==> src/design/lmp_pkg.sv <==
`timescale 1ns / 1ps
// ----------------------------------------------------------------------------
// lmp_pkg
// Codes, state encodings and helpers of the lift motor sequencer.
// ----------------------------------------------------------------------------
package lmp_pkg;

  // command field
  localparam logic [2:0] CMD_NONE       = 3'd0;
  localparam logic [2:0] CMD_MOVE_START = 3'd1;
  localparam logic [2:0] CMD_MOVE_STOP  = 3'd2;
  localparam logic [2:0] CMD_TEST_START = 3'd3;
  localparam logic [2:0] CMD_TEST_STOP  = 3'd4;
  localparam logic [2:0] CMD_DRV_ON     = 3'd5;
  localparam logic [2:0] CMD_DRV_OFF    = 3'd6;

  // move part motor command
  localparam logic [1:0] MC_NONE = 2'd0;
  localparam logic [1:0] MC_STOP = 2'd1;
  localparam logic [1:0] MC_MOVE = 2'd2;

  // test part motor command
  localparam logic [1:0] TC_NONE = 2'd0;
  localparam logic [1:0] TC_STOP = 2'd1;
  localparam logic [1:0] TC_FAST = 2'd2;
  localparam logic [1:0] TC_SLOW = 2'd3;

  // error codes
  localparam logic [1:0] ERR_NONE    = 2'd0;
  localparam logic [1:0] ERR_TIMEOUT = 2'd1;
  localparam logic [1:0] ERR_STALL   = 2'd2;
  localparam logic [1:0] ERR_LIMIT   = 2'd3;

  // reported move phase
  localparam logic [1:0] MS_IDLE   = 2'd0;
  localparam logic [1:0] MS_MOVING = 2'd1;
  localparam logic [1:0] MS_SETTLE = 2'd2;

  // direction
  localparam logic DIR_UP   = 1'b0;
  localparam logic DIR_DOWN = 1'b1;

  // delays in ticks
  localparam logic [7:0] DLY_SHORT = 8'd5;
  localparam logic [7:0] DLY_LONG  = 8'd50;

  // reset register values
  localparam logic [15:0] TIMEOUT_RST = 16'd3000;
  localparam logic [15:0] SPEED_RST   = 16'd300;

  typedef enum logic [2:0] {
    MV_IDLE   = 3'b001,
    MV_MOVING = 3'b010,
    MV_SETTLE = 3'b100
  } move_st_t;

  typedef enum logic [6:0] {
    TS_IDLE = 7'b0000001,
    TS_WAIT = 7'b0000010,
    TS_UP   = 7'b0000100,
    TS_DOWN = 7'b0001000,
    TS_HOLD = 7'b0010000,
    TS_SLOW = 7'b0100000,
    TS_DONE = 7'b1000000
  } test_st_t;

  function automatic logic [1:0] move_code(input move_st_t st);
    logic [1:0] c;
    case (st)
      MV_IDLE:   c = MS_IDLE;
      MV_MOVING: c = MS_MOVING;
      MV_SETTLE: c = MS_SETTLE;
      default:   c = MS_IDLE;
    endcase
    return c;
  endfunction

  function automatic logic [2:0] test_code(input test_st_t st);
    logic [2:0] c;
    case (st)
      TS_IDLE: c = 3'd0;
      TS_WAIT: c = 3'd1;
      TS_UP:   c = 3'd2;
      TS_DOWN: c = 3'd3;
      TS_HOLD: c = 3'd4;
      TS_SLOW: c = 3'd5;
      TS_DONE: c = 3'd6;
      default: c = 3'd0;
    endcase
    return c;
  endfunction

endpackage

==> src/design/lmp_step_calc.sv <==
`timescale 1ns / 1ps
// ----------------------------------------------------------------------------
// lmp_step_calc
// Direction and step count of a positioned move: |dest - pos| * 25 / 64,
// saturated to 16 bits.
// ----------------------------------------------------------------------------
module lmp_step_calc
  import lmp_pkg::*;
(
  input  logic signed [31:0] pos,
  input  logic signed [31:0] dest,
  output logic               differ,
  output logic               down,
  output logic        [15:0] steps
);

  logic [32:0] diff;
  logic [31:0] mag;
  logic [36:0] prod;

  assign diff   = {pos[31], pos} - {dest[31], dest};
  assign down   = (pos > dest) ? DIR_DOWN : DIR_UP;
  assign differ = (pos != dest);
  assign mag    = down ? diff[31:0] : 32'(-diff);
  // x25 = x16 + x8 + x1
  assign prod   = {1'b0, mag, 4'b0} + {2'b0, mag, 3'b0} + {5'b0, mag};
  assign steps  = (prod[36:22] != '0) ? 16'hFFFF : prod[21:6];

endmodule

==> src/design/lift_motor_position_and_homing_sequencer.sv <==
`timescale 1ns / 1ps
// ----------------------------------------------------------------------------
// lift_motor_position_and_homing_sequencer
// Lift motor supervisor: positioned moves, homing and self-test sequence,
// 10 ms tick handling, APB register port.
// ----------------------------------------------------------------------------
//  channel | handshake                 | word
//  in      | in_valid / in_stall       | control pass or tick
//  out     | out_valid / out_stall     | motor commands and status
//  cfg     | psel penable pwrite pready| timeout_ticks @0, test_speed @4
//
//  Accepted words pass from the input register through the sequencer logic
//  and step calculator into the result register, one per cycle unless stalled.
//  in_stall rises only while a result waits under out_stall and the input
//  register is full. Synchronous active-low reset; no clearing pass.
// ----------------------------------------------------------------------------
module lift_motor_position_and_homing_sequencer
  import lmp_pkg::*;
#(
  parameter int RUN_TICK_BITS = 16
) (
  input  logic               clk,
  input  logic               rst_n,
  // input channel
  input  logic               in_valid,
  output logic               in_stall,
  input  logic               in_func,
  input  logic               in_up_level,
  input  logic               in_up_rise,
  input  logic               in_low_level,
  input  logic               in_low_rise,
  input  logic               in_low_fall,
  input  logic               in_motor_running,
  input  logic               in_motor_fault,
  input  logic signed [31:0] in_encoder_pos,
  input  logic               in_speed_zero,
  input  logic        [2:0]  in_command,
  input  logic signed [31:0] in_target_pos,
  // result channel
  output logic               out_valid,
  input  logic               out_stall,
  output logic        [1:0]  out_move_cmd,
  output logic        [1:0]  out_test_cmd,
  output logic               out_direction,
  output logic        [15:0] out_step_count,
  output logic               out_encoder_clear,
  output logic               out_driver_on,
  output logic        [1:0]  out_move_state,
  output logic        [2:0]  out_test_state,
  output logic        [1:0]  out_error_code,
  output logic signed [31:0] out_position_report,
  // register port
  input  logic               psel,
  input  logic               penable,
  input  logic               pwrite,
  input  logic        [2:0]  paddr,
  input  logic        [31:0] pwdata,
  output logic        [31:0] prdata,
  output logic               pready
);

  localparam int CMP_W = (RUN_TICK_BITS > 16) ? RUN_TICK_BITS : 16;
  localparam logic REG_TIMEOUT = 1'b0;
  localparam logic REG_SPEED   = 1'b1;

  typedef struct packed {
    logic        func;
    logic        up_level;
    logic        up_rise;
    logic        low_level;
    logic        low_rise;
    logic        low_fall;
    logic        running;
    logic        fault;
    logic [31:0] pos;
    logic        szero;
    logic [2:0]  cmd;
    logic [31:0] target;
  } word_t;

  typedef struct packed {
    logic [1:0]  mcmd;
    logic [1:0]  tcmd;
    logic        dir;
    logic [15:0] steps;
    logic        clr;
    logic        drv;
    logic [1:0]  mstate;
    logic [2:0]  tstate;
    logic [1:0]  err;
    logic [31:0] pos;
  } res_t;

  // handshake
  logic  s1_valid_r, s1_valid_nxt;
  word_t s1_r;
  logic  out_valid_r, out_valid_nxt;
  res_t  res_r, res_nxt;
  logic  in_take, s1_adv;

  // registers
  logic [15:0] timeout_r, speed_r;
  logic        cfg_wr;

  // sequencer state
  move_st_t                 move_ph_r, move_ph_nxt;
  test_st_t                 test_ph_r, test_ph_nxt;
  logic                     move_en_r, move_en_nxt;
  logic                     test_en_r, test_en_nxt;
  logic                     drv_want_r, drv_want_nxt;
  logic                     drv_state_r, drv_state_nxt;
  logic [7:0]               delay_r, delay_nxt;
  logic [RUN_TICK_BITS-1:0] run_ticks_r, run_ticks_nxt;
  logic [1:0]               err_r, err_nxt;
  logic [31:0]              goal_r, goal_nxt;
  logic [31:0]              sampled_r, sampled_nxt;
  logic                     up_l_r, up_l_nxt;
  logic                     lo_rise_l_r, lo_rise_l_nxt;
  logic                     lo_fall_l_r, lo_fall_l_nxt;
  logic                     last_dir_r, last_dir_nxt;

  // step calculator
  logic [31:0] goal_in;
  logic        sc_differ, sc_down;
  logic [15:0] sc_steps;
  logic        timed_out;

  assign in_stall = s1_valid_r & out_valid_r & out_stall;
  assign in_take  = in_valid & ~in_stall;
  assign s1_adv   = s1_valid_r & ~(out_valid_r & out_stall);

  assign s1_valid_nxt  = in_take | (s1_valid_r & ~s1_adv);
  assign out_valid_nxt = s1_adv | (out_valid_r & out_stall);

  assign pready = 1'b1;
  assign cfg_wr = psel & penable & pwrite;

  always_comb begin
    case (paddr[2])
      REG_TIMEOUT: prdata = {16'b0, timeout_r};
      REG_SPEED:   prdata = {16'b0, speed_r};
      default:     prdata = '0;
    endcase
  end

  // a start move takes its new target in the same pass
  assign goal_in = (!s1_r.func && s1_r.cmd == CMD_MOVE_START) ? s1_r.target : goal_r;

  lmp_step_calc u_step_calc (
    .pos    (s1_r.pos),
    .dest   (goal_in),
    .differ (sc_differ),
    .down   (sc_down),
    .steps  (sc_steps)
  );

  assign timed_out = CMP_W'(run_ticks_r) > CMP_W'(timeout_r);

  always_comb begin
    move_ph_nxt   = move_ph_r;
    test_ph_nxt   = test_ph_r;
    move_en_nxt   = move_en_r;
    test_en_nxt   = test_en_r;
    drv_want_nxt  = drv_want_r;
    drv_state_nxt = drv_state_r;
    delay_nxt     = delay_r;
    run_ticks_nxt = run_ticks_r;
    err_nxt       = err_r;
    goal_nxt      = goal_r;
    sampled_nxt   = sampled_r;
    up_l_nxt      = up_l_r;
    lo_rise_l_nxt = lo_rise_l_r;
    lo_fall_l_nxt = lo_fall_l_r;
    last_dir_nxt  = last_dir_r;
    res_nxt       = '0;
    res_nxt.mcmd  = MC_NONE;
    res_nxt.tcmd  = TC_NONE;
    res_nxt.dir   = last_dir_r;

    if (s1_r.func) begin
      if (delay_r != '0) delay_nxt = delay_r - 8'd1;
      if (test_ph_r != TS_IDLE && run_ticks_r != {RUN_TICK_BITS{1'b1}}) begin
        run_ticks_nxt = run_ticks_r + RUN_TICK_BITS'(1);
      end
      sampled_nxt = s1_r.pos;
    end else begin
      case (s1_r.cmd)
        CMD_MOVE_START: begin
          move_en_nxt = 1'b1;
          goal_nxt    = s1_r.target;
        end
        CMD_MOVE_STOP:  move_en_nxt  = 1'b0;
        CMD_TEST_START: test_en_nxt  = 1'b1;
        CMD_TEST_STOP:  test_en_nxt  = 1'b0;
        CMD_DRV_ON:     drv_want_nxt = 1'b1;
        CMD_DRV_OFF:    drv_want_nxt = 1'b0;
        default: ;
      endcase
      up_l_nxt      = up_l_r | s1_r.up_rise;
      lo_rise_l_nxt = lo_rise_l_r | s1_r.low_rise;
      lo_fall_l_nxt = lo_fall_l_r | s1_r.low_fall;
      drv_state_nxt = drv_want_nxt;

      // positioned move, only while no test runs
      if (!test_en_nxt) begin
        if (!move_en_nxt && move_ph_r == MV_IDLE) begin
          if (lo_rise_l_nxt) begin
            lo_rise_l_nxt = 1'b0;
            res_nxt.clr   = 1'b1;
          end
        end else if (!move_en_nxt) begin
          move_ph_nxt  = MV_IDLE;
          res_nxt.mcmd = MC_STOP;
        end else begin
          case (move_ph_r)
            MV_IDLE: begin
              if (sc_differ) begin
                res_nxt.steps = sc_steps;
                res_nxt.dir   = sc_down;
                res_nxt.mcmd  = MC_MOVE;
              end
              move_ph_nxt = MV_MOVING;
            end
            MV_MOVING: begin
              if (!s1_r.running) begin
                err_nxt     = s1_r.fault ? ERR_STALL : ERR_NONE;
                move_ph_nxt = MV_SETTLE;
              end
              if (s1_r.up_level || s1_r.low_level) begin
                res_nxt.mcmd = MC_STOP;
                move_ph_nxt  = MV_SETTLE;
                err_nxt      = ERR_LIMIT;
              end
              delay_nxt = DLY_SHORT;
            end
            MV_SETTLE: begin
              if (delay_r == '0 && s1_r.szero) begin
                move_en_nxt = 1'b0;
                move_ph_nxt = MV_IDLE;
              end
            end
            default: ;
          endcase
        end
      end

      // homing and self-test
      if (!test_en_nxt) begin
        if (test_ph_r != TS_IDLE) begin
          test_ph_nxt  = TS_IDLE;
          res_nxt.tcmd = TC_STOP;
        end
      end else begin
        case (test_ph_r)
          TS_IDLE: begin
            delay_nxt   = DLY_SHORT;
            test_ph_nxt = TS_WAIT;
          end
          TS_WAIT: begin
            if (delay_r == '0) begin
              res_nxt.tcmd = TC_FAST;
              if (s1_r.up_level) begin
                last_dir_nxt = DIR_DOWN;
                test_ph_nxt  = TS_DOWN;
              end else begin
                last_dir_nxt = DIR_UP;
                test_ph_nxt  = TS_UP;
              end
              res_nxt.dir   = last_dir_nxt;
              run_ticks_nxt = '0;
              up_l_nxt      = 1'b0;
              lo_rise_l_nxt = 1'b0;
            end
          end
          TS_UP, TS_DOWN, TS_SLOW: begin
            if (test_ph_r == TS_UP && up_l_nxt) begin
              up_l_nxt     = 1'b0;
              res_nxt.tcmd = TC_STOP;
              delay_nxt    = DLY_LONG;
              test_ph_nxt  = TS_WAIT;
            end else if (test_ph_r == TS_DOWN && lo_rise_l_nxt) begin
              lo_rise_l_nxt = 1'b0;
              res_nxt.clr   = 1'b1;
              res_nxt.tcmd  = TC_STOP;
              delay_nxt     = DLY_LONG;
              test_ph_nxt   = TS_HOLD;
            end else if (test_ph_r == TS_SLOW && lo_fall_l_nxt) begin
              lo_fall_l_nxt = 1'b0;
              res_nxt.tcmd  = TC_STOP;
              delay_nxt     = DLY_LONG;
              test_ph_nxt   = TS_DONE;
            end else if (!s1_r.running) begin
              if (s1_r.fault) begin
                err_nxt     = ERR_STALL;
                test_ph_nxt = TS_IDLE;
                test_en_nxt = 1'b0;
              end else begin
                test_ph_nxt = (test_ph_r == TS_SLOW) ? TS_DONE : TS_WAIT;
              end
            end else if (timed_out) begin
              res_nxt.tcmd = TC_STOP;
              err_nxt      = ERR_TIMEOUT;
              test_ph_nxt  = TS_IDLE;
              test_en_nxt  = 1'b0;
            end
          end
          TS_HOLD: begin
            if (delay_r == '0) begin
              res_nxt.tcmd  = TC_SLOW;
              last_dir_nxt  = DIR_UP;
              res_nxt.dir   = DIR_UP;
              test_ph_nxt   = TS_SLOW;
              run_ticks_nxt = '0;
              lo_fall_l_nxt = 1'b0;
            end
          end
          TS_DONE: begin
            if (delay_r == '0) begin
              test_en_nxt = 1'b0;
              test_ph_nxt = TS_IDLE;
            end
          end
          default: ;
        endcase
      end
    end

    res_nxt.drv    = drv_state_nxt;
    res_nxt.mstate = move_code(move_ph_nxt);
    res_nxt.tstate = test_code(test_ph_nxt);
    res_nxt.err    = err_nxt;
    res_nxt.pos    = sampled_nxt;
  end

  always_ff @(posedge clk) begin
    if (!rst_n) begin
      s1_valid_r  <= 1'b0;
      out_valid_r <= 1'b0;
      timeout_r   <= TIMEOUT_RST;
      speed_r     <= SPEED_RST;
      move_ph_r   <= MV_IDLE;
      test_ph_r   <= TS_IDLE;
      move_en_r   <= 1'b0;
      test_en_r   <= 1'b0;
      drv_want_r  <= 1'b0;
      drv_state_r <= 1'b0;
      delay_r     <= '0;
      run_ticks_r <= '0;
      err_r       <= ERR_NONE;
      goal_r      <= '0;
      sampled_r   <= '0;
      up_l_r      <= 1'b0;
      lo_rise_l_r <= 1'b0;
      lo_fall_l_r <= 1'b0;
      last_dir_r  <= DIR_DOWN;
    end else begin
      s1_valid_r  <= s1_valid_nxt;
      out_valid_r <= out_valid_nxt;
      if (cfg_wr && paddr[2] == REG_TIMEOUT) timeout_r <= pwdata[15:0];
      if (cfg_wr && paddr[2] == REG_SPEED)   speed_r   <= pwdata[15:0];
      if (s1_adv) begin
        move_ph_r   <= move_ph_nxt;
        test_ph_r   <= test_ph_nxt;
        move_en_r   <= move_en_nxt;
        test_en_r   <= test_en_nxt;
        drv_want_r  <= drv_want_nxt;
        drv_state_r <= drv_state_nxt;
        delay_r     <= delay_nxt;
        run_ticks_r <= run_ticks_nxt;
        err_r       <= err_nxt;
        goal_r      <= goal_nxt;
        sampled_r   <= sampled_nxt;
        up_l_r      <= up_l_nxt;
        lo_rise_l_r <= lo_rise_l_nxt;
        lo_fall_l_r <= lo_fall_l_nxt;
        last_dir_r  <= last_dir_nxt;
      end
    end
  end

  always_ff @(posedge clk) begin
    if (in_take) begin
      s1_r.func      <= in_func;
      s1_r.up_level  <= in_up_level;
      s1_r.up_rise   <= in_up_rise;
      s1_r.low_level <= in_low_level;
      s1_r.low_rise  <= in_low_rise;
      s1_r.low_fall  <= in_low_fall;
      s1_r.running   <= in_motor_running;
      s1_r.fault     <= in_motor_fault;
      s1_r.pos       <= in_encoder_pos;
      s1_r.szero     <= in_speed_zero;
      s1_r.cmd       <= in_command;
      s1_r.target    <= in_target_pos;
    end
    if (s1_adv) res_r <= res_nxt;
  end

  assign out_valid           = out_valid_r;
  assign out_move_cmd        = res_r.mcmd;
  assign out_test_cmd        = res_r.tcmd;
  assign out_direction       = res_r.dir;
  assign out_step_count      = res_r.steps;
  assign out_encoder_clear   = res_r.clr;
  assign out_driver_on       = res_r.drv;
  assign out_move_state      = res_r.mstate;
  assign out_test_state      = res_r.tstate;
  assign out_error_code      = res_r.err;
  assign out_position_report = res_r.pos;

endmodule

==> config.mk <==
export PLATFORM = sky130hd
export DESIGN_NAME = lift_motor_position_and_homing_sequencer
export DESIGN_NICKNAME = d
export VERILOG_FILES = /design/src/design/lmp_pkg.sv /design/src/design/lmp_step_calc.sv /design/src/design/lift_motor_position_and_homing_sequencer.sv
export SDC_FILE = /design/constraint.sdc
export NUM_CORES = 1
export LEC_CHECK = 0
export ABC_AREA = 0
export BUFFER_PORTS_ARGS = -buffer_cell sky130_fd_sc_hd__buf_2
export CAP_MARGIN = 30
export CORE_MARGIN = 2
export CORE_UTILIZATION = 59
export DETAILED_ROUTE_END_ITERATION = 8
export PLACE_DENSITY = 0.81
export SLEW_MARGIN = 25
export SYNTH_ARGS = -nofsm -noshare
export SYNTH_HDL_FRONTEND = slang
export SYNTH_SLANG_ARGS = --single-unit
==> constraint.sdc <==
create_clock -name clk -period 9.73 [get_ports clk]
set_input_delay 1.946 -clock clk [delete_from_list [all_inputs] [get_ports clk]]
set_output_delay 1.946 -clock clk [all_outputs]
set_load 0.02 [all_outputs]
# --- Word level (Yosys, flattened, before mapping) ---
# Cells that the tools add are included.
op_classes:
  n_reduce_logical: 29
  n_eq_ne: 31
  order_cmp: 2
  add_sub_neg: 6
  bitwise: 21
  n_mux: 133
ops:
  columns: ["operator", "count"]
  rows:
  - ["$mux 16", 6]
  - ["$mux 32", 3]
  - ["$mux 7", 13]
  - ["$mux 8", 10]
  - ["$mux 17", 4]
  - ["$pmux 32 s2", 1]
  - ["$mux 1", 49]
  - ["$mux 2", 19]
  - ["$add 36x35->37", 1]
  - ["$add 37x32->37", 1]
  - ["$mux 18", 2]
  - ["$pmux 7 s5", 1]
  - ["$gt 32x32->1", 1]
  - ["$ne 32x32->1", 1]
  - ["$neg 32->32", 1]
  - ["$sub 32x32->32", 1]
  - ["$mux 3", 9]
  - ["$pmux 1 s2", 9]
  - ["$pmux 3 s6", 1]
  - ["$add 16x1->16 const B", 1]
  - ["$gt 16x16->1", 1]
  - ["$ne 16x16->1 const B", 1]
  - ["$pmux 8 s2", 1]
  - ["$eq 3x3->1 const B", 5]
  - ["35 further kinds", 80]
word_totals:
  reg_bits: 280
  wordCells: 264
  in_bits: 118

# --- Depth between registers and ports, before layout ---
# Gate-level depths: netlist of the first run.
depth:
  word_depth: 20
  depth_mapped: 36
  depth_no_buf: 32

# --- By module ---
# A second synthesis of the first run with hierarchy kept.
unflattened:
  cells_unflattened: 2036
  hier_area_um2: 17958.5
modules_own_cells:
  columns: ["module", "instances", "cells_each", "seq_area_each_um2", "area_per_inst_um2"]
  rows:
  - ["lift_motor_position_and_homing_sequencer", 1, 1170, 6986.7, 12046.6]
  - ["lmp_step_calc", 1, 866, 0.0, 5911.9]

# --- Worst setup path after synthesis of the first run ---
# OpenSTA, ideal clock, no wires.
synth_timing:
  kind: "reg-to-reg"
  from: "reg s1_r[34] in the netlist's numbering"
  to: "reg res_r, in the netlist out_step_count[10] (data pin)"
  path_buffers: 5
  setup_slack_ps: 1587
  arrival_ps: 7865
  synth_period_minus_slack_ps: 8143
  setup_time_ps: 277
  required_ps: 9453
  stages_incl_launch_ff: 35
  path_cell_list: "edfxtp_1 > nor4b_1 > clkbuf_1 > buf_1 > mux2i_1 > ha_1 > and3b_4 > o21a_1 > o211ai_1 > nand2_1 > or3_1 > a21o_1 > a31o_2 > nor4_2 > nand3_1 > nor2_1 > a21oi_1 > xnor2_1 > fa_1 > inv_1 > ha_1 > clkbuf_1 > a21oi_1 > nor2_1 > a211oi_1 > o221ai_1 > a21oi_1 > o221ai_1 > a2111oi_0 > nand4_1 > nor4b_2 > and4_1 > buf_6 > buf_12 > a21oi_2"
synth_between:
  elab_chain_cells: 10
  elab_cells_between_ends: 25
synth_lines:
  columns: ["item", "line", "source"]
  rows:
  - ["start, declared", "lift_motor_position_and_homing_sequencer.sv:96", "word_t s1_r;"]
  - ["$eq 3x1->1", "lift_motor_position_and_homing_sequencer.sv:147, lift_motor_position_and_homing_sequencer.sv:187", null]
  - ["$logic_and 1x1->1", "lift_motor_position_and_homing_sequencer.sv:147", "assign goal_in = (!s1_r.func && s1_r.cmd == CMD_MOVE_START) ? s1_r.target : goal_r;"]
  - ["$mux 32", "lift_motor_position_and_homing_sequencer.sv:147", null]
  - ["$sub 32x32->32 or $gt 32x32->1 (tied branches)", "lmp_step_calc.sv:21, lmp_step_calc.sv:22", null]
  - ["$neg 32->32 or $mux 1 (tied branches)", "lmp_step_calc.sv:24, lmp_step_calc.sv:22", null]
  - ["$mux 32", "lmp_step_calc.sv:24", "assign mag = down ? diff[31:0] : 32'(-diff);"]
  - ["$add 36x35->37", "lmp_step_calc.sv:26", "assign prod = {1'b0, mag, 4'b0} + {2'b0, mag, 3'b0} + {5'b0, mag};"]
  - ["$add 37x32->37", "lmp_step_calc.sv:26", null]
  - ["$reduce_bool 15->1", "lmp_step_calc.sv:27", "assign steps = (prod[36:22] != '0) ? 16'hFFFF : prod[21:6];"]
  - ["$mux 16", "lmp_step_calc.sv:27", null]
  - ["end signal, assigned", "lift_motor_position_and_homing_sequencer.sv:396", "if (s1_adv) res_r <= res_nxt;"]
  - ["end, declared", "lift_motor_position_and_homing_sequencer.sv:98", "res_t res_r, res_nxt;"]
# Several ways; a longest one is shown, not always the timed one. The select of a mux whose other input is x is not followed.
# A chain may end at the register's enable or synchronous reset.

# --- Worst setup path in the final report of the first run ---
layout_timing:
  from: "reg s1_r[34] in the netlist's numbering"
  to: "reg res_r, in the netlist out_step_count[3] (data pin)"
# Same word-level chain as after synthesis.

==> results of run 1 <==
## power breakdown
group	internal (uW)	switching (uW)	total (uW)
combinational	1060	1840	2900
clock	643	491	1130
sequential	1290	27.8	1320
total	2990	2360	5350
## cells by family (layout without fill, tap and decap cells)
family / after synthesis / in the layout
other: 2 / 20
AND/OR/NAND/NOR: 683 / 683
AO/OA/AOI/OAI: 503 / 503
multiplexers: 72 / 72
adder cells (fa/ha/maj): 115 / 115
flip-flops: 280 / 280
buffers and inverters: 196 / 332
XOR/XNOR: 104 / 104
## registers in the layout, indices dropped and copies added, names as in the netlist, 2 cells and up
name / cells
delay_r: 8
err_r: 2
goal_r: 32
move_ph_r: 3
out_error_code: 2
out_move_cmd: 2
out_move_state: 2
out_position_report: 32
out_step_count: 16
out_test_cmd: 2
out_test_state: 3
run_ticks_r: 16
s1_r: 76
sampled_r: 32
speed_r: 16
test_ph_r: 7
timeout_r: 16
## metrics by stage
stage / hold WS (ns) / cell area [sq um] / setup WS [ns] / total power (uW) / util
finish: 0.455 / 19600 / 0.700 / 5350 / 0.664
global route: 0.468 / 19600 / 0.0301 / 5680 / 0.664
CTS: 0.455 / 19600 / 0.749 / 5320 / 0.663
detailed placement: 0.446 / 18600 / 0.809 / 4180 / 0.630
global placement: 0.439 / 18600 / 0.988 / 4170 / 0.629
floorplan: 0.433 / 17600 / 1.59 / 3510 / -
## per-layer routing
layer	track usage	wire [microns]	up-vias
li1	-	-	7197
met1	0.404	20500	7121
met2	0.455	20700	496
met3	0.0426	3110	62
met4	0.0634	825	6
met5	0	28	-
## worst max-delay path by stage
stage / from / endpoint / depth (start not counted)
after floorplan: s1_r[34]$_DFFE_PP_ / out_step_count[10]$_SDFFCE_PP0P_ / 34
after global placement: s1_r[34]$_DFFE_PP_ / out_step_count[15]$_SDFFCE_PP0P_ / 30
after detailed placement: s1_r[34]$_DFFE_PP_ / out_step_count[1]$_SDFFCE_PP0P_ / 33
after CTS: s1_r[34]$_DFFE_PP_ / out_step_count[1]$_SDFFCE_PP0P_ / 33
after global routing: s1_r[34]$_DFFE_PP_ / out_step_count[1]$_SDFFCE_PP0P_ / 30
final: s1_r[34]$_DFFE_PP_ / out_step_count[3]$_SDFFCE_PP0P_ / 30
## placed cells by master, fill, tap and decap left out, types with 10 or more instances in the layout
| master | instances |
|---|---|
| o211ai_1 | 18 |
| buf_2 | 179 |
| nand2_1 | 324 |
| a21oi_1 | 219 |
| nor3_1 | 41 |
| nor2b_1 | 14 |
| nand4_1 | 30 |
| nor4_1 | 15 |
| buf_4 | 16 |
| o21a_1 | 23 |
| xor2_1 | 41 |
| o21ai_0 | 98 |
| mux2i_1 | 38 |
| a21o_1 | 29 |
| conb_1 | 17 |
| nor3b_1 | 12 |
| or3_1 | 10 |
| edfxtp_1 | 138 |
| a22oi_1 | 14 |
| clkbuf_16 | 28 |
| nand2b_1 | 15 |
| a21oi_2 | 11 |
| a31oi_1 | 10 |
| fa_1 | 28 |
| nor2_1 | 119 |
| and3_1 | 14 |
| xnor2_1 | 61 |
| and2_1 | 12 |
| a211oi_1 | 10 |
| dfxtp_1 | 142 |
| inv_1 | 81 |
| ha_1 | 87 |
| mux2_2 | 34 |
| nand3_1 | 30 |
## critical path: cells and delay by family (launching register included)
kind	cells	cell delay, ns
buf+inv	5	1.31
mux	1	0.29
compound gates	11	2.43
fa+ha+maj	3	1.20
flops	1	0.50
simple gates	8	2.26
xor+xnor	2	0.66
## layout make-up
type	instances	area, sq um
antenna	3	7.51
clock buffer	30	708
clock inverter	22	262
fill	2379	9910
inverter	83	315
multi-input combinational	1494	9760
sequential	280	6990
tap	390	488
timing repair buffer	197	1040
==> results.yml, run 1 <==
yosys:
  synthMuxAreaShare: 0.0435
  synth_fa_ha_area_frac: 0.0941
  yosysTopAreaCellShare: 0.236
  synth_warnings: 0
  synth.distinct_cells: 92
  syn_inst: 1955
  synthFlopType: "dfxtp_1"
  synth_top_area_cell: "edfxtp_1"
  synth_compound_area_frac: 0.178
  synth-async-reset-ratio: 0
  synth_area_leaders: "edfxtp_1 24%, dfxtp_1 16%, nand2_1 7.0%"
  synth_area_sq_mm: 0.0175
  synth_seq_area_share: 0.399
  synth_top_family_by_area: "simple AND/OR/NAND/NOR gates"
  ys_seq_elements: 280
  yosysMostFrequentCell: "nand2_1"
  synth_xor_area_frac: 0.0524
  synth.avg_cell_area_sq_um: 8.96
  synth_common_cells: "325 x nand2_1, 219 x a21oi_1, 142 x dfxtp_1"
  synth_edf_count: 138
  yosys.area_share.simple: 0.184
routing:
  initialDrtViolationCount: 1457
  wl_microns: 45100
  vias: 14882
  dr.pass1.iters: 5
  final_antenna_net_count: 0
  via_per_inst: 5.96
  wl_per_cell_microns: 18.1
  route.detailed.drc: 0
layout:
  fin_nets: 2317
  area_growth_pct: 11.7
  drive_above_1_share: 0.158
  fin_cells: 2499
sta:
  max_freq_mhz: 111
  finalCritPeriodShare: 0.928
  timing.final.hold_violations: 0
  setup_tns_ns: 0
  worst_pin_slew_ns: 0.943
  slew_viol_final: 0
  slew_headroom: 0.365
  rsz0062_at_grt: "false"
  setup_viol: 0
  period_minus_slack_ns: 9.03
  finClkSkew_ns: 0.0170
die:
  start_util: 0.594
  die_w_microns: 176
  io_pins: 215
  rows: 63
  die_h_microns: 176
  core_area_sq_mm: 0.0295
  dieArea_sq_mm: 0.0311
critical_path:
  critPathArrivalTime_ns: 9.30
  rr_endpoint: "out_step_count[3]$_SDFFCE_PP0P_"
  crit_top_cell: "buf_4"
  cp_slowest_cell: "nor2_1"
  rr_startpoint: "s1_r[34]$_DFFE_PP_"
  cp_max_fo: 19
  cp-end-kind: "flip-flop"
  critPathKind: "reg -> reg"
  required_ns: 10.00
  cp-start-kind: "flip-flop"
  max_stage_delay_ns: 0.63
  reg2regPathDepth: 30
  r2r_slack_ns: 0.70
global_route:
  grt_pass1_vias: 13724
  grt_pass1_wl_microns: 71000
  antenna_found_initial: 6
  grt_usage: 0.283
  grt_max_degree: 75
  grt-ovfl-total: 0
clock_tree:
  post_cts_buffers: 0
  cts_hold_buf: 0
  cts.path.max_buffers: 3
  worstSkewPairLatency_ns: 0.57
  numCtsBuffers: 28
  cts-resized-gates: 0
  h-tree-depth: 1
  clk_pin_slew_ns: 0.07
  cts_tree: "done"
  cts-root-buf: "clkbuf_16"
  cts_sinks: 280
placed_design:
  place.gp.congestion: 0.935
  port_buffers: 179
  dp_hpwl_microns: 32900
  dpl.cell_count: 2443
power:
  p_leak_uw: 0.00765
  power_density_mw_per_mm2: 274
  ir_drop_mv: 0.164
hold_path:
  hold_path_class: "reg -> reg"
  min_path_cells: 2
  hold_path_end: "goal_r[10]$_SDFFE_PN0P_"
  min_from: "goal_r[10]$_SDFFE_PN0P_"
flow_run:
  drv_cap: 0
outcome:
  status: "finished, final reports clean"
No activity file was read; power rests on OpenSTA's default activity.
==> inputs of run 2 (changes only) <==
--- a/config.mk
+++ b/config.mk
@@ -10,6 +10,7 @@
 export CAP_MARGIN = 30
 export CORE_MARGIN = 2
 export CORE_UTILIZATION = 59
+export CTS_BUF_LIST = sky130_fd_sc_hd__clkbuf_8 sky130_fd_sc_hd__clkbuf_16
 export DETAILED_ROUTE_END_ITERATION = 8
 export PLACE_DENSITY = 0.81
 export SLEW_MARGIN = 25
==> results.yml, run 2 (synthesis results as in run 1) <==
critical_path:
  required_ns: 10.12
  crit_top_cell: "a21oi_1"
  cp-start-kind: "flip-flop"
  critPathKind: "reg -> reg"
  cp_slowest_cell: "o41ai_1"
  cp_max_fo: 19
  critPathArrivalTime_ns: 9.43
  cp-end-kind: "flip-flop"
  r2r_slack_ns: 0.69
  max_stage_delay_ns: 0.58
sta:
  finalCritPeriodShare: 0.929
  rsz0062_at_grt: "false"
  worst_hold_slack_ns: 0.454
  finClkSkew_ns: 0.0144
  slew_headroom: 0.365
  setup_tns_ns: 0
  setup_viol: 0
  slew_viol_final: 0
  worst_pin_slew_ns: 0.944
  max_freq_mhz: 111
  period_minus_slack_ns: 9.04
  timing.final.hold_violations: 0
placed_design:
  port_buffers: 179
  place.gp.congestion: 0.935
  dp_hpwl_microns: 32900
  dpl.cell_count: 2443
  dpl_cell_area_sq_mm: 0.0186
clock_tree:
  post_cts_buffers: 0
  cts_tree: "done"
  cts.path.max_buffers: 3
  cts_sinks: 280
  worstSkewPairLatency_ns: 0.57
  cts-root-buf: "clkbuf_16"
  h-tree-depth: 1
  numCtsBuffers: 28
  cts_hold_buf: 0
  cts-resized-gates: 0
  clk_pin_slew_ns: 0.07
power:
  combPwrFrac: 0.542
  ir_drop_mv: 0.164
  p_leak_uw: 0.00766
  power_density_mw_per_mm2: 273
  seqPwrFrac: 0.246
  clock_power_share: 0.212
  switchingPower_uw: 2360
  switching_share: 0.441
  p_int_uw: 2990
die:
  die_h_microns: 176
  dieArea_sq_mm: 0.0311
  io_pins: 215
  core_area_sq_mm: 0.0295
  rows: 63
  start_util: 0.594
  die_w_microns: 176
hold_path:
  hold_path_class: "reg -> reg"
global_route:
  antenna_found_initial: 6
  grt_max_degree: 75
  grt_usage: 0.283
  grt_pass1_wl_microns: 71000
  grt_pass1_vias: 13726
  grt-ovfl-total: 0
routing:
  dr_wl_met3_microns: 3020
  dr.pass1.iters: 5
  route.detailed.drc: 0
  top_layer: "met5"
  vias: 14880
  via_per_inst: 5.95
  wl_per_cell_microns: 18.0
  initialDrtViolationCount: 1419
  final_antenna_net_count: 0
  wl_microns: 45100
  met1_length_microns: 20500
  wl_met2_microns: 20700
layout:
  fin_nets: 2317
  regArea_sq_mm: 0.00699
  final_area_sq_mm: 0.0196
  final_cell_mix: "324 x nand2_1, 219 x a21oi_1, 179 x buf_2"
  largest_reg_flops: 76
  num-fill-cells: 2380
  drive_above_1_share: 0.158
  area_growth_pct: 11.7
  layout_commonest_cell: "nand2_1"
  fin_cells: 2500
  multi_input_area_sq_mm: 0.00976
  regMostFlops: "s1_r"
flow_run:
  drv_cap: 0
outcome:
  status: "finished, final reports clean"
-- run 2: final cells by class --
class	instances	share of cell area
Antenna cell	4	0.000511
Clock buffer	28	0.0358
Clock inverter	24	0.0137
Inverter	83	0.0161
Multi-Input combinational cell	1494	0.499
Sequential cell	280	0.357
Tap cell	390	0.0249
Timing Repair Buffer	197	0.0532
-- run 2: path summary, 6_finish.rpt --
check                               from                               to  cells after the start
setup reg to reg      s1_r[34]$_DFFE_PP_  out_step_count[3]$_SDFFCE_PP0P_                     30
hold reg to reg   goal_r[2]$_SDFFE_PN0P_           goal_r[2]$_SDFFE_PN0P_                      2
hold / removal    goal_r[2]$_SDFFE_PN0P_           goal_r[2]$_SDFFE_PN0P_                      2
setup / recovery      s1_r[34]$_DFFE_PP_  out_step_count[3]$_SDFFCE_PP0P_                     30
-- run 2: metal layers --
layer / global-route usage / vias to the layer above
met5: 0 / -
met4: 0.0634 / 6
met3: 0.0426 / 63
met2: 0.455 / 485
met1: 0.404 / 7114
li1: - / 7212
-- run 2: worst max-delay path: cells and delay by family (launching register included) --
| kind | cells | cell delay, ns |
|---|---|---|
| compound gates | 13 | 3.59 |
| xor+xnor | 1 | 0.50 |
| fa+ha+maj | 3 | 1.20 |
| buf+inv | 3 | 0.65 |
| flops | 1 | 0.50 |
| mux | 1 | 0.35 |
| simple gates | 9 | 2.02 |
-- run 2: power groups by stage --
stage / clock network, uW / logic [uW] / registers [uW]
6_report: 1130 / 2900 / 1320
5_1_grt: 1180 / 3170 / 1320
4_1_cts: 1140 / 2860 / 1320
3_5_place_dp: 0 / 2840 / 1340
3_3_place_gp: 0 / 2830 / 1340
2_1_floorplan: 0 / 2160 / 1350
-- run 2: per-stage QoR --
| step | utilization | total power, uW | setup WS, ns |
|---|---|---|---|
| floorplan | - | 3510 | 1.59 |
| global placement | 0.629 | 4170 | 0.988 |
| detailed placement | 0.630 | 4180 | 0.809 |
| CTS | 0.663 | 5320 | 0.749 |
| global route | 0.664 | 5670 | 0.0301 |
| finish | 0.664 | 5350 | 0.693 |
==> inputs of run 3 (changes only) <==
==> constraint.sdc (replaced) <==
create_clock -name clk -period 9.73 [get_ports clk]
set_input_delay 0.4865 -clock clk [delete_from_list [all_inputs] [get_ports clk]]
set_output_delay 0.4865 -clock clk [all_outputs]
set_load 0.02 [all_outputs]
==> results.yml, run 3 (synthesis results as in run 1) <==
clock_tree:
  cts_tree: "done"
  cts_hold_buf: 0
  numCtsBuffers: 29
  clk_pin_slew_ns: 0.06
  cts.path.max_buffers: 3
  cts_sinks: 280
  cts-root-buf: "clkbuf_16"
  h-tree-depth: 1
  worstSkewPairLatency_ns: 0.56
  cts-resized-gates: 0
  post_cts_buffers: 0
layout:
  final_area_sq_mm: 0.0195
  final_cell_mix: "324 x nand2_1, 219 x a21oi_1, 179 x buf_2"
  regMostFlops: "s1_r"
  area_growth_pct: 11.2
  num-fill-cells: 2406
  fin_nets: 2319
  largest_reg_flops: 76
  fin_cells: 2501
  drive_above_1_share: 0.154
  layout_commonest_cell: "nand2_1"
hold_path:
  hold_path_end: "s1_r[37]$_DFFE_PP_"
  min_path_cells: 1
  min_from: "in_encoder_pos[1]"
  hold_path_class: "in -> reg"
die:
  die_w_microns: 176
  dieArea_sq_mm: 0.0311
  rows: 63
  core_area_sq_mm: 0.0295
  die_h_microns: 176
  io_pins: 215
  start_util: 0.594
sta:
  finClkSkew_ns: 0.0294
  slew_headroom: 0.379
  rsz0062_at_grt: "false"
  worst_hold_slack_ns: 0.0973
  period_minus_slack_ns: 8.93
  slew_viol_final: 0
  setup_viol: 0
  setup_tns_ns: 0
  layout_setup_ws_ns: 0.796
  worst_pin_slew_ns: 0.932
  timing.final.hold_violations: 0
  max_freq_mhz: 112
  finalCritPeriodShare: 0.918
critical_path:
  crit_top_cell: "a21oi_1"
  rr_endpoint: "out_step_count[1]$_SDFFCE_PP0P_"
  cp_max_fo: 20
  critPathArrivalTime_ns: 9.19
  cp_slowest_cell: "or4_1"
  max_stage_delay_ns: 0.59
  reg2regPathDepth: 33
  cp-start-kind: "flip-flop"
  required_ns: 9.98
  cp_top_family: "simple AND/OR/NAND/NOR gates"
  rr_startpoint: "s1_r[34]$_DFFE_PP_"
  cp-end-kind: "flip-flop"
  r2r_slack_ns: 0.80
  critPathKind: "reg -> reg"
  cp_num_buf_inv: 4
placed_design:
  port_buffers: 179
  dp_hpwl_microns: 33700
  dpl_cell_area_sq_mm: 0.0186
  pre_cts_ws_ns: 0.930
  dpl.cell_count: 2444
  place.gp.congestion: 0.951
routing:
  route.detailed.drc: 0
  wl_microns: 45700
  final_antenna_net_count: 0
  initialDrtViolationCount: 1337
  via_per_inst: 6.00
  vias: 15010
  wl_per_cell_microns: 18.3
  dr.pass1.iters: 6
power:
  p_leak_uw: 0.00766
  ir_drop_mv: 0.172
  power_density_mw_per_mm2: 268
global_route:
  grt_pass1_wl_microns: 72300
  grt-ovfl-total: 0
  grt_pass1_vias: 14231
  grt_max_degree: 75
  antenna_found_initial: 6
  grt_usage: 0.287
flow_run:
  drv_cap: 0
outcome:
  status: "finished, final reports clean"
-- run 3: cell types whose count changed in the layout (fill, tap and decap cells not counted), sizes merged --
cell      delta
clkinvlp     -7
buf          +1
clkbuf       +1
diode        -2
bufinv       -3
inv          +4
clkinv       +7
-- run 3: cell type report --
| type | count | area [sq um] | area share |
|---|---|---|---|
| multi-input combinational | 1494 | 9760 | 0.501 |
| sequential | 280 | 6990 | 0.359 |
| timing repair buffer | 198 | 1050 | 0.0538 |
| clock buffer | 29 | 726 | 0.0372 |
| tap | 390 | 488 | 0.0250 |
| inverter | 83 | 315 | 0.0162 |
| clock inverter | 25 | 159 | 0.00816 |
| antenna | 2 | 5.00 | 0.000257 |
-- run 3: report_power, final --
group          internal, uW  switching (uW)  leakage (uW)  total [uW]
clock network           570             462      0.000458        1030
registers              1290            27.9       0.00248        1320
logic                  1060            1820       0.00472        2880
-- run 3: worst max path at each step --
stage / slack, ns / start / to / cells after the start
finish: 0.80 / s1_r[34]$_DFFE_PP_ / out_step_count[1]$_SDFFCE_PP0P_ / 33
global route: 0.09 / s1_r[34]$_DFFE_PP_ / out_step_count[2]$_SDFFCE_PP0P_ / 32
CTS: 0.87 / s1_r[34]$_DFFE_PP_ / out_step_count[1]$_SDFFCE_PP0P_ / 33
detailed placement: 0.93 / s1_r[34]$_DFFE_PP_ / out_step_count[1]$_SDFFCE_PP0P_ / 33
global placement: 1.11 / s1_r[34]$_DFFE_PP_ / out_step_count[15]$_SDFFCE_PP0P_ / 31
floorplan: 1.59 / s1_r[34]$_DFFE_PP_ / out_step_count[10]$_SDFFCE_PP0P_ / 34
-- run 3: per-stage QoR --
step,total power [uW],utilization
floorplan,3510,-
global placement,4150,0.630
detailed placement,4160,0.631
CTS,5200,0.661
global route,5590,0.661
finish,5230,0.661
-- run 3: routing by layer --
metal | part of all wire | track usage | wire [microns]
met1 | 0.44 | 0.399 | 20100
met5 | 0.00070 | 0 | 32
met2 | 0.45 | 0.460 | 20700
met4 | 0.031 | 0.0875 | 1400
met3 | 0.075 | 0.0502 | 3430
